## config.mk

```make
export PLATFORM = sky130hd
export DESIGN_NAME = life_cellular_automaton_step_unit_flat
export DESIGN_NICKNAME = d
export VERILOG_FILES = /design/src/design/lcas_pkg.sv /design/src/design/lcas_req_if.sv /design/src/design/lcas_res_if.sv /design/src/design/life_cellular_automaton_step_unit.sv /design/src/design/lcas_ctrl.sv /design/src/design/lcas_dp.sv /design/src/flat_wrapper.sv
export SDC_FILE = /design/constraint.sdc
export NUM_CORES = 2
export LEC_CHECK = 0
export BUFFER_PORTS_ARGS = -buffer_cell sky130_fd_sc_hd__buf_2
export CAP_MARGIN = 20
export CORE_ASPECT_RATIO = 0.8
export CORE_UTILIZATION = 35
export CTS_BUF_LIST = sky130_fd_sc_hd__clkbuf_8 sky130_fd_sc_hd__clkbuf_16
export DETAILED_ROUTE_END_ITERATION = 6
export GPL_ROUTABILITY_DRIVEN = 0
export SYNTH_ARGS = -nofsm -noshare
export SYNTH_HDL_FRONTEND = slang
export SYNTH_SLANG_ARGS = --single-unit
```

## constraint.sdc

```tcl
create_clock -name clk -period 8.5 [get_ports clk]
set_input_delay 0.425 -clock clk [delete_from_list [all_inputs] [get_ports clk]]
set_output_delay 0.425 -clock clk [all_outputs]
set_load 0.05 [all_outputs]
```

## src/design/lcas_pkg.sv

```systemverilog
`timescale 1ns / 1ps
// ----------------------------------------------------------------------------
// lcas_pkg
// Shared types and constants for the life step unit (B3/S23 rule).
// ----------------------------------------------------------------------------
package lcas_pkg;

    localparam int ROW_IDX_W  = 5;
    localparam int CELLS_W    = 32;
    localparam int MAX_EMIT   = 32;

    // B3/S23 neighbor counts
    localparam logic [3:0] BIRTH_COUNT = 4'd3;
    localparam logic [3:0] KEEP_LOW    = 4'd2;
    localparam logic [3:0] KEEP_HIGH   = 4'd3;

    typedef enum logic {
        REQ_LOAD = 1'b0,
        REQ_STEP = 1'b1
    } req_kind_t;

    typedef struct packed {
        logic                 req_type;
        logic [ROW_IDX_W-1:0] row_index;
        logic [CELLS_W-1:0]   row_cells;
    } req_item_t;

    typedef struct packed {
        logic [ROW_IDX_W-1:0] out_row;
        logic [CELLS_W-1:0]   out_cells;
        logic                 unchanged;
        logic                 last_row;
    } res_item_t;

    typedef enum logic [2:0] {
        ST_IDLE,
        ST_FETCH0,
        ST_FETCH1,
        ST_COMPUTE,
        ST_LAST
    } state_t;

    // controller -> datapath
    typedef struct packed {
        logic load_wr;    // write request row into the board
        logic start;      // clear change flag for a new generation
        logic rd_en;      // issue a board read
        logic prime;      // load first window row
        logic commit;     // write back new row, slide window
        logic push_row;   // send new row as a result
        logic save_last;  // hold final emitted row until the pass ends
        logic push_last;  // send the held final row
    } ctrl_cmd_t;

    // datapath -> controller
    typedef struct packed {
        logic out_free;   // output register can take a transaction
        logic row_ok;     // load row index lies on the board
    } dp_status_t;

endpackage

```

## src/design/lcas_req_if.sv

```systemverilog
`timescale 1ns / 1ps
// ----------------------------------------------------------------------------
// lcas_req_if
// Request channel: valid/ready handshake carrying one load or step item.
// ----------------------------------------------------------------------------
interface lcas_req_if;
    import lcas_pkg::*;

    logic      valid;
    logic      ready;
    req_item_t data;

    modport source (output valid, output data, input ready);
    modport sink   (input valid, input data, output ready);
endinterface

```

## src/design/lcas_res_if.sv

```systemverilog
`timescale 1ns / 1ps
// ----------------------------------------------------------------------------
// lcas_res_if
// Result channel: valid/ready handshake carrying one emitted board row.
// ----------------------------------------------------------------------------
interface lcas_res_if;
    import lcas_pkg::*;

    logic      valid;
    logic      ready;
    res_item_t data;

    modport source (output valid, output data, input ready);
    modport sink   (input valid, input data, output ready);
endinterface

```

## src/design/life_cellular_automaton_step_unit.sv

```systemverilog
`timescale 1ns / 1ps
// ----------------------------------------------------------------------------
// life_cellular_automaton_step_unit
// Game of Life (B3/S23) on a GRID_WIDTH x GRID_HEIGHT board, no wraparound.
// ----------------------------------------------------------------------------
//  channel  | dir | payload                                  | transaction
//  ---------+-----+------------------------------------------+-----------------
//  request  | in  | req_type, row_index, row_cells           | load row / step
//  result   | out | out_row, out_cells, unchanged, last_row  | one new row
//
//  Load: written straight into the board when the request is taken, no result.
//  Step: after the request transaction, ST_FETCH0 and ST_FETCH1 fill the row
//  window, then ST_COMPUTE moves one row per cycle through the update logic
//  (set by the single board write port) while the result side does not stall,
//  and ST_LAST sends the final row. A new step is taken only back in idle,
//  after the final row of the previous step has been sent.
//  Up to 32 rows are emitted; the last one carries last_row and unchanged and
//  is sent only after every row has been rewritten and compared.
//  A stalled result holds the row walk; the request side is taken only idle.
//  Reset clears per-row valid bits at once, so the board reads all dead with
//  no clearing pass.
// ----------------------------------------------------------------------------
module life_cellular_automaton_step_unit
    import lcas_pkg::*;
#(
    parameter int GRID_WIDTH  = 32,
    parameter int GRID_HEIGHT = 32
) (
    input  logic       clk,
    input  logic       rst_n,
    lcas_req_if.sink   request,
    lcas_res_if.source result
);

    localparam int RW = $clog2(GRID_HEIGHT);

    ctrl_cmd_t     cmd;
    dp_status_t    status;
    logic [RW-1:0] row;
    logic [RW-1:0] rd_addr;

    // sequencer: owns the request handshake and the row counter
    lcas_ctrl #(
        .GRID_HEIGHT (GRID_HEIGHT),
        .RW          (RW)
    ) u_ctrl (
        .clk       (clk),
        .rst_n     (rst_n),
        .req_valid (request.valid),
        .req_type  (request.data.req_type),
        .req_ready (request.ready),
        .status    (status),
        .cmd       (cmd),
        .row       (row),
        .rd_addr   (rd_addr)
    );

    // datapath: board memory, window, update logic, output register
    lcas_dp #(
        .GRID_WIDTH  (GRID_WIDTH),
        .GRID_HEIGHT (GRID_HEIGHT),
        .RW          (RW)
    ) u_dp (
        .clk       (clk),
        .rst_n     (rst_n),
        .req_data  (request.data),
        .cmd       (cmd),
        .row       (row),
        .rd_addr   (rd_addr),
        .status    (status),
        .res_ready (result.ready),
        .res_valid (result.valid),
        .res_data  (result.data)
    );

endmodule

```

## src/design/lcas_ctrl.sv

```systemverilog
`timescale 1ns / 1ps
// ----------------------------------------------------------------------------
// lcas_ctrl
// Sequencer: accepts requests, walks the rows of a generation, paces output.
// ----------------------------------------------------------------------------
module lcas_ctrl
    import lcas_pkg::*;
#(
    parameter int GRID_HEIGHT = 32,
    parameter int RW          = 5
) (
    input  logic          clk,
    input  logic          rst_n,
    input  logic          req_valid,
    input  logic          req_type,
    output logic          req_ready,
    input  dp_status_t    status,
    output ctrl_cmd_t     cmd,
    output logic [RW-1:0] row,
    output logic [RW-1:0] rd_addr
);

    localparam int EMIT = (GRID_HEIGHT < MAX_EMIT) ? GRID_HEIGHT : MAX_EMIT;

    state_t        state_reg, state_next;
    logic [RW-1:0] row_reg, row_next;

    always_ff @(posedge clk or negedge rst_n)
    begin
        if (!rst_n)
        begin
            state_reg <= ST_IDLE;
            row_reg   <= '0;
        end
        else
        begin
            state_reg <= state_next;
            row_reg   <= row_next;
        end
    end

    always_comb
    begin
        state_next = state_reg;
        row_next   = row_reg;
        cmd        = '0;
        req_ready  = 1'b0;
        rd_addr    = '0;

        case (state_reg)
            ST_IDLE:
            begin
                req_ready = 1'b1;
                if (req_valid)
                begin
                    if (req_type == REQ_STEP)
                    begin
                        cmd.start  = 1'b1;
                        row_next   = '0;
                        state_next = ST_FETCH0;
                    end
                    else
                    begin
                        cmd.load_wr = status.row_ok;
                    end
                end
            end
            ST_FETCH0:
            begin
                cmd.rd_en  = 1'b1;
                rd_addr    = '0;
                state_next = ST_FETCH1;
            end
            ST_FETCH1:
            begin
                cmd.rd_en  = 1'b1;
                cmd.prime  = 1'b1;
                rd_addr    = RW'(1);
                state_next = ST_COMPUTE;
            end
            ST_COMPUTE:
            begin
                // rows before the final emitted one need room at the output
                if ((int'(row_reg) >= EMIT - 1) || status.out_free)
                begin
                    cmd.commit    = 1'b1;
                    cmd.push_row  = (int'(row_reg) < EMIT - 1);
                    cmd.save_last = (int'(row_reg) == EMIT - 1);
                    cmd.rd_en     = (int'(row_reg) + 2 < GRID_HEIGHT);
                    rd_addr       = RW'(int'(row_reg) + 2);
                    if (int'(row_reg) == GRID_HEIGHT - 1)
                    begin
                        row_next   = '0;
                        state_next = ST_LAST;
                    end
                    else
                    begin
                        row_next = row_reg + RW'(1);
                    end
                end
            end
            ST_LAST:
            begin
                if (status.out_free)
                begin
                    cmd.push_last = 1'b1;
                    state_next    = ST_IDLE;
                end
            end
            default:
            begin
                state_next = ST_IDLE;
            end
        endcase
    end

    assign row = row_reg;

    assert property (@(posedge clk) disable iff (!rst_n)
        (cmd.push_row || cmd.push_last) |-> status.out_free)
        else $error("result pushed into an occupied output register");

    assert property (@(posedge clk) disable iff (!rst_n)
        (state_reg == ST_IDLE) |-> (row_reg == '0))
        else $error("row counter not cleared between generations");

    assert property (@(posedge clk) disable iff (!rst_n)
        (state_reg == ST_LAST) |->
            ($past(state_reg) == ST_COMPUTE || $past(state_reg) == ST_LAST))
        else $error("final row sent without a full pass");

endmodule

```

## src/design/lcas_dp.sv

```systemverilog
`timescale 1ns / 1ps
// ----------------------------------------------------------------------------
// lcas_dp
// Board memory, three-row window, B3/S23 row update and output register.
// ----------------------------------------------------------------------------
module lcas_dp
    import lcas_pkg::*;
#(
    parameter int GRID_WIDTH  = 32,
    parameter int GRID_HEIGHT = 32,
    parameter int RW          = 5
) (
    input  logic          clk,
    input  logic          rst_n,
    input  req_item_t     req_data,
    input  ctrl_cmd_t     cmd,
    input  logic [RW-1:0] row,
    input  logic [RW-1:0] rd_addr,
    output dp_status_t    status,
    input  logic          res_ready,
    output logic          res_valid,
    output res_item_t     res_data
);

    localparam int EMIT = (GRID_HEIGHT < MAX_EMIT) ? GRID_HEIGHT : MAX_EMIT;
    localparam int VIS  = (GRID_WIDTH < CELLS_W) ? GRID_WIDTH : CELLS_W;

    // board storage; valid bits stand in for the reset clear
    logic [GRID_WIDTH-1:0]  mem [GRID_HEIGHT];
    logic [GRID_HEIGHT-1:0] valid_reg;
    logic [GRID_WIDTH-1:0]  rd_raw_reg;
    logic                   rd_valid_reg;

    logic [GRID_WIDTH-1:0]  above_reg;
    logic [GRID_WIDTH-1:0]  cur_reg;
    logic [GRID_WIDTH-1:0]  below;
    logic [GRID_WIDTH-1:0]  rd_row;
    logic [GRID_WIDTH-1:0]  new_row;
    logic [GRID_WIDTH-1:0]  load_row;
    logic [CELLS_W-1:0]     new_vis;
    logic [CELLS_W-1:0]     last_cells_reg;
    logic                   any_change_reg;

    logic                   wr_en;
    logic [RW-1:0]          wr_addr;
    logic [GRID_WIDTH-1:0]  wr_data;

    logic                   out_valid_reg;
    res_item_t              out_item_reg;

    assign rd_row = rd_valid_reg ? rd_raw_reg : '0;
    // row below the last one is outside the board
    assign below  = (int'(row) == GRID_HEIGHT - 1) ? '0 : rd_row;

    always_comb
    begin
        load_row = '0;
        for (int c = 0; c < VIS; c++)
        begin
            load_row[c] = req_data.row_cells[c];
        end
    end

    // B3/S23 update of one full row, columns in parallel
    always_comb
    begin
        logic [3:0] cnt;
        int         cc;
        new_row = '0;
        for (int c = 0; c < GRID_WIDTH; c++)
        begin
            cnt = '0;
            for (int d = -1; d <= 1; d++)
            begin
                cc = c + d;
                if (cc >= 0 && cc < GRID_WIDTH)
                begin
                    cnt = cnt + 4'(above_reg[cc]) + 4'(below[cc]);
                    if (d != 0)
                    begin
                        cnt = cnt + 4'(cur_reg[cc]);
                    end
                end
            end
            if (cur_reg[c])
            begin
                new_row[c] = (cnt == KEEP_LOW) || (cnt == KEEP_HIGH);
            end
            else
            begin
                new_row[c] = (cnt == BIRTH_COUNT);
            end
        end
    end

    always_comb
    begin
        new_vis = '0;
        for (int c = 0; c < VIS; c++)
        begin
            new_vis[c] = new_row[c];
        end
    end

    assign wr_en   = cmd.load_wr || cmd.commit;
    assign wr_addr = cmd.commit ? row : RW'(req_data.row_index);
    assign wr_data = cmd.commit ? new_row : load_row;

    always_ff @(posedge clk)
    begin
        if (wr_en)
        begin
            mem[wr_addr] <= wr_data;
        end
        if (cmd.rd_en)
        begin
            rd_raw_reg <= mem[rd_addr];
        end
    end

    always_ff @(posedge clk or negedge rst_n)
    begin
        if (!rst_n)
        begin
            valid_reg    <= '0;
            rd_valid_reg <= 1'b0;
        end
        else
        begin
            if (wr_en)
            begin
                valid_reg[wr_addr] <= 1'b1;
            end
            if (cmd.rd_en)
            begin
                rd_valid_reg <= valid_reg[rd_addr];
            end
        end
    end

    // sliding window: above holds the old contents of the previous row
    always_ff @(posedge clk)
    begin
        if (cmd.prime)
        begin
            above_reg <= '0;
            cur_reg   <= rd_row;
        end
        else if (cmd.commit)
        begin
            above_reg <= cur_reg;
            cur_reg   <= below;
        end
        if (cmd.save_last)
        begin
            last_cells_reg <= new_vis;
        end
    end

    always_ff @(posedge clk or negedge rst_n)
    begin
        if (!rst_n)
        begin
            any_change_reg <= 1'b0;
        end
        else if (cmd.start)
        begin
            any_change_reg <= 1'b0;
        end
        else if (cmd.commit && (new_row != cur_reg))
        begin
            any_change_reg <= 1'b1;
        end
    end

    // output register
    always_ff @(posedge clk or negedge rst_n)
    begin
        if (!rst_n)
        begin
            out_valid_reg <= 1'b0;
        end
        else if (cmd.push_row || cmd.push_last)
        begin
            out_valid_reg <= 1'b1;
        end
        else if (res_ready)
        begin
            out_valid_reg <= 1'b0;
        end
    end

    always_ff @(posedge clk)
    begin
        if (cmd.push_row)
        begin
            out_item_reg.out_row   <= ROW_IDX_W'(row);
            out_item_reg.out_cells <= new_vis;
            out_item_reg.unchanged <= 1'b0;
            out_item_reg.last_row  <= 1'b0;
        end
        else if (cmd.push_last)
        begin
            out_item_reg.out_row   <= ROW_IDX_W'(EMIT - 1);
            out_item_reg.out_cells <= last_cells_reg;
            out_item_reg.unchanged <= !any_change_reg;
            out_item_reg.last_row  <= 1'b1;
        end
    end

    assign status.out_free = !out_valid_reg || res_ready;
    assign status.row_ok   = (int'(req_data.row_index) < GRID_HEIGHT);
    assign res_valid       = out_valid_reg;
    assign res_data        = out_item_reg;

    assert property (@(posedge clk) disable iff (!rst_n)
        (out_valid_reg && out_item_reg.unchanged) |-> out_item_reg.last_row)
        else $error("unchanged flag on a row other than the last");

    assert property (@(posedge clk) disable iff (!rst_n)
        (out_valid_reg && out_item_reg.last_row) |->
            (int'(out_item_reg.out_row) == EMIT - 1))
        else $error("last row flag on the wrong row index");

    assert property (@(posedge clk) disable iff (!rst_n)
        cmd.commit |-> !cmd.load_wr && (int'(row) < GRID_HEIGHT))
        else $error("row write back outside the board");

endmodule
```

## src/flat_wrapper.sv

```systemverilog
// flat-port wrapper written by rule: the top's interface ports become plain ports
module life_cellular_automaton_step_unit_flat import lcas_pkg::*;
#(
    parameter int GRID_WIDTH  = 32,
    parameter int GRID_HEIGHT = 32
)
  (clk, rst_n, request_valid, request_data, request_ready, result_valid, result_data, result_ready);
  lcas_req_if request_i ();
  lcas_res_if result_i ();
  input  logic clk;
  input  logic rst_n;
  input wire logic [$bits(request_i.valid)-1:0] request_valid;
  input wire logic [$bits(request_i.data)-1:0] request_data;
  output wire logic [$bits(request_i.ready)-1:0] request_ready;
  output wire logic [$bits(result_i.valid)-1:0] result_valid;
  output wire logic [$bits(result_i.data)-1:0] result_data;
  input wire logic [$bits(result_i.ready)-1:0] result_ready;
  assign request_i.valid = request_valid;
  assign request_i.data = request_data;
  assign request_ready = request_i.ready;
  assign result_valid = result_i.valid;
  assign result_data = result_i.data;
  assign result_i.ready = result_ready;
  life_cellular_automaton_step_unit #(.GRID_WIDTH(GRID_WIDTH), .GRID_HEIGHT(GRID_HEIGHT)) u_core (.clk(clk), .rst_n(rst_n), .request(request_i), .result(result_i));
endmodule
```

==> flow_metrics.tcl <==
set metrics [dict create \
    io_pins 83 \
    synth_ff_type "edfxtp_1" \
    clkSinkCount 1234 \
    hpwl_mm 82.6 \
    crit_buf_inv 2 \
    postCtsSetupBuffers 0 \
    relSlewSlack_pct 25.4 \
    holdCritPathClass "in2async" \
    synth_edf_count 1157 \
    netlist_area_um2 53300 \
    initial_core_util_pct 35.4 \
    largest_reg_flops 1024 \
    nFillCells 13500 \
    cp.required_ps 8720 \
    vias 28500 \
    row_count 127 \
    finalHoldWorstSlack_ps 77.9 \
    rrSetupSlack_ps 2650 \
    syn_nets 3419 \
    tns_ps 0 \
    tightest_slew_ps 1120 \
    synth_top_cell_area_share_pct 65.2 \
    slew_viol_final 0 \
    start_kind "flip-flop" \
    post-route-min-period_ps 5850 \
    drt-initial-drc-count 2662 \
    drv_cap 0 \
    path_class "reg2reg" \
    overflow 0 \
    grt_max_degree 114 \
    drc 0 \
    crit_fanout 32 \
    vias_per_cell 5.27 \
    min_period_over_period_pct 68.8 \
    path_cells "ha_1 -> and3_1 -> ha_1 -> nor2b_2 -> buf_4 -> nand2_1 -> fa_1 -> fa_1 -> inv_1 -> ha_1 -> fa_1 -> and3_1 -> o21ai_0 -> nor2_1 -> nand2_1 -> nand2_1" \
    largest_register "u_core.u_dp.mem" \
    die-area_um2 154000 \
    drive_gt1_share_pct 19.8 \
    ctsLongestPathBuffers 3 \
    chipWidth_um 438 \
    end_kind "flip-flop" \
    portBuffers 82 \
    final_cells 5412 \
    ys_ff_latch 1234 \
    async_flop_share_pct 3.48 \
    insertion_delay_ps 750 \
    routed.top_layer "met5" \
    h-tree-depth 3 \
    track_usage_pct 18.0 \
    yosysSeqAreaShare_pct 68.5 \
    setup_viol 0 \
    layout_common_cells "edfxtp_1, nand2_1, mux4_2, inv_1, fa_1" \
    dp.cells 5163 \
    ys_warn_count 0 \
    numCtsBuffers 117 \
    path_clk_slew_ps 70 \
    core_um2 150000 \
    synth_cells 3157 \
    cp.arrival_ps 6060 \
    cts_tree "built" \
    synth_top_area_cell "edfxtp_1" \
    clock-root-buffer "clkbuf_16" \
    wl_per_cell_um 25.6 \
    syn_avg_cell_area_um2 16.9 \
    wirelength_mm 138 \
    finClkSkew_ps 28.7 \
    yosysUniqueCellTypes 64 \
    crit_path_max_incr_delay_ps 590 \
    crit_slowest_cell "nand2_1" \
    finalHoldViolations 0 \
    mostFrequentLayoutCell "edfxtp_1" \
    synth_area_leaders "edfxtp_1, mux4_2, fa_1" \
    routed-wl-met2_mm 64.2 \
    timing.fmax_mhz 171 \
    rsz0062_at_grt "no" \
    route.met3.wl_mm 11.2 \
    ant_nets 0 \
    grt_pass1_wl_mm 200 \
    finish.net_count 3562 \
    drt-pass1-iter-count 5 \
    area_growth_pct 14.2 \
    critical-path-top-delay-family "adder cells" \
    die_h_um 351 \
    grt_antenna_before_repair 9 \
    outcome "finished, final reports clean" \
    grt_pass1_vias 28500 \
    wl_met1_mm 58.8 \
]
==> layer usage <==
| metal | up-vias | track usage, % |
|---|---|---|
| met4 | 2 | 5.62 |
| li1 | 12300 | - |
| met1 | 14900 | 24.9 |
| met5 | - | 0 |
| met2 | 1034 | 28.3 |
| met3 | 202 | 3.91 |
==> through the flow <==
stage | utilization, % | cell area (µm²) | setup slack [ps]
floorplan | - | 53300 | 2730
global placement | 37.5 | 56400 | 2780
detailed placement | 37.5 | 56400 | 2720
CTS | 40.1 | 60400 | 2700
global route | 40.4 | 60800 | 2310
finish | 40.4 | 60800 | 2650
==> area by class of cell <==
class                           count  area [µm²]  share of cell area, %
Clock buffer                      122        3010                   4.95
Multi-Input combinational cell   1613       15800                   26.0
Clock inverter                    100         955                   1.57
Inverter                          172         646                   1.06
Antenna cell                       10        25.0                 0.0412
Sequential cell                  1234       36500                   60.0
Tap cell                         1999        2500                   4.11
Timing Repair Buffer              162        1370                   2.25
==> repair_timing <==
item / 4_1_cts / 5_1_grt
resized for setup: 0 / 0
endpoints found under the hold margin: 43 / 0
hold buffers: 1 / 0
==> worst register-to-register path, cell delays in order, from the launching register on <==
cell,delay (ps)
dfrtp_1,510
ha_1,280
and3_1,210
ha_1,320
nor2b_2,140
buf_4,370
nand2_1,270
fa_1,550
fa_1,500
inv_1,40
ha_1,200
fa_1,380
and3_1,170
o21ai_0,490
nor2_1,190
nand2_1,120
nand2_1,590
==> synthesized netlist by cell type (2+ instances only) <==
library cell     n
a221oi_1         3
nor3_1          12
o21ai_0         45
nand2_1        445
or2_1            8
and3_1          61
nor2b_1         10
inv_1          172
mux2i_1         44
clkbuf_1        71
o2111ai_1       10
a21oi_1         66
and3b_1          3
buf_1           21
buf_6            9
buf_4           18
o21a_1          15
nor3b_1          7
dfxtp_1         34
o22ai_1          3
nor4_1           4
or4_1            2
o21bai_1         8
xor2_1           2
buf_2           19
a31oi_1          9
a32oi_1         36
and2_1          38
a211oi_1         3
nand3_1         81
a2111oi_0        2
nand4_1          5
edfxtp_1      1157
ha_1            96
nand3b_1         5
mux4_2         258
a22o_1          30
nor2_1         120
nand2b_1        14
fa_1           124
or2_2           21
dfrtp_1         43
nor4b_1          2
==> path summary, 6_finish.rpt <==
check / cells past startpoint / to / from
max: 16 / u_core.u_dp.mem[18][6] / u_core.u_ctrl.row[1]
min: 2 / u_core.u_dp.valid_reg[6] / rst_n
max reg2reg: 16 / u_core.u_dp.mem[18][6] / u_core.u_ctrl.row[1]
min reg2reg: 2 / u_core.u_dp.res_data[0] / u_core.u_dp.res_data[0]
max in group asynchronous: 3 / u_core.u_dp.valid_reg[16] / rst_n
min in group clk: 5 / u_core.u_ctrl.state_reg[0] / request_valid
==> cells by family (layout without fill, tap and decap cells) <==
logic type / after synthesis / in the layout / synth area share (%)
muxes: 302 / 302 / 11.7
DFF: 1234 / 1234 / 68.5
adders and majority gates: 220 / 220 / 6.92
AOI/OAI and AO/OA: 243 / 243 / 3.12
buffers and inverters: 310 / 556 / 2.48
xor gates and xnor gates: 3 / 3 / 0.0493
and+or+nand+nor: 845 / 845 / 7.15
other: 0 / 10 / 0
Power is left out: the tool's default activity adds up to more than one toggle a clock period on the data nets, which glitch-free logic cannot reach.
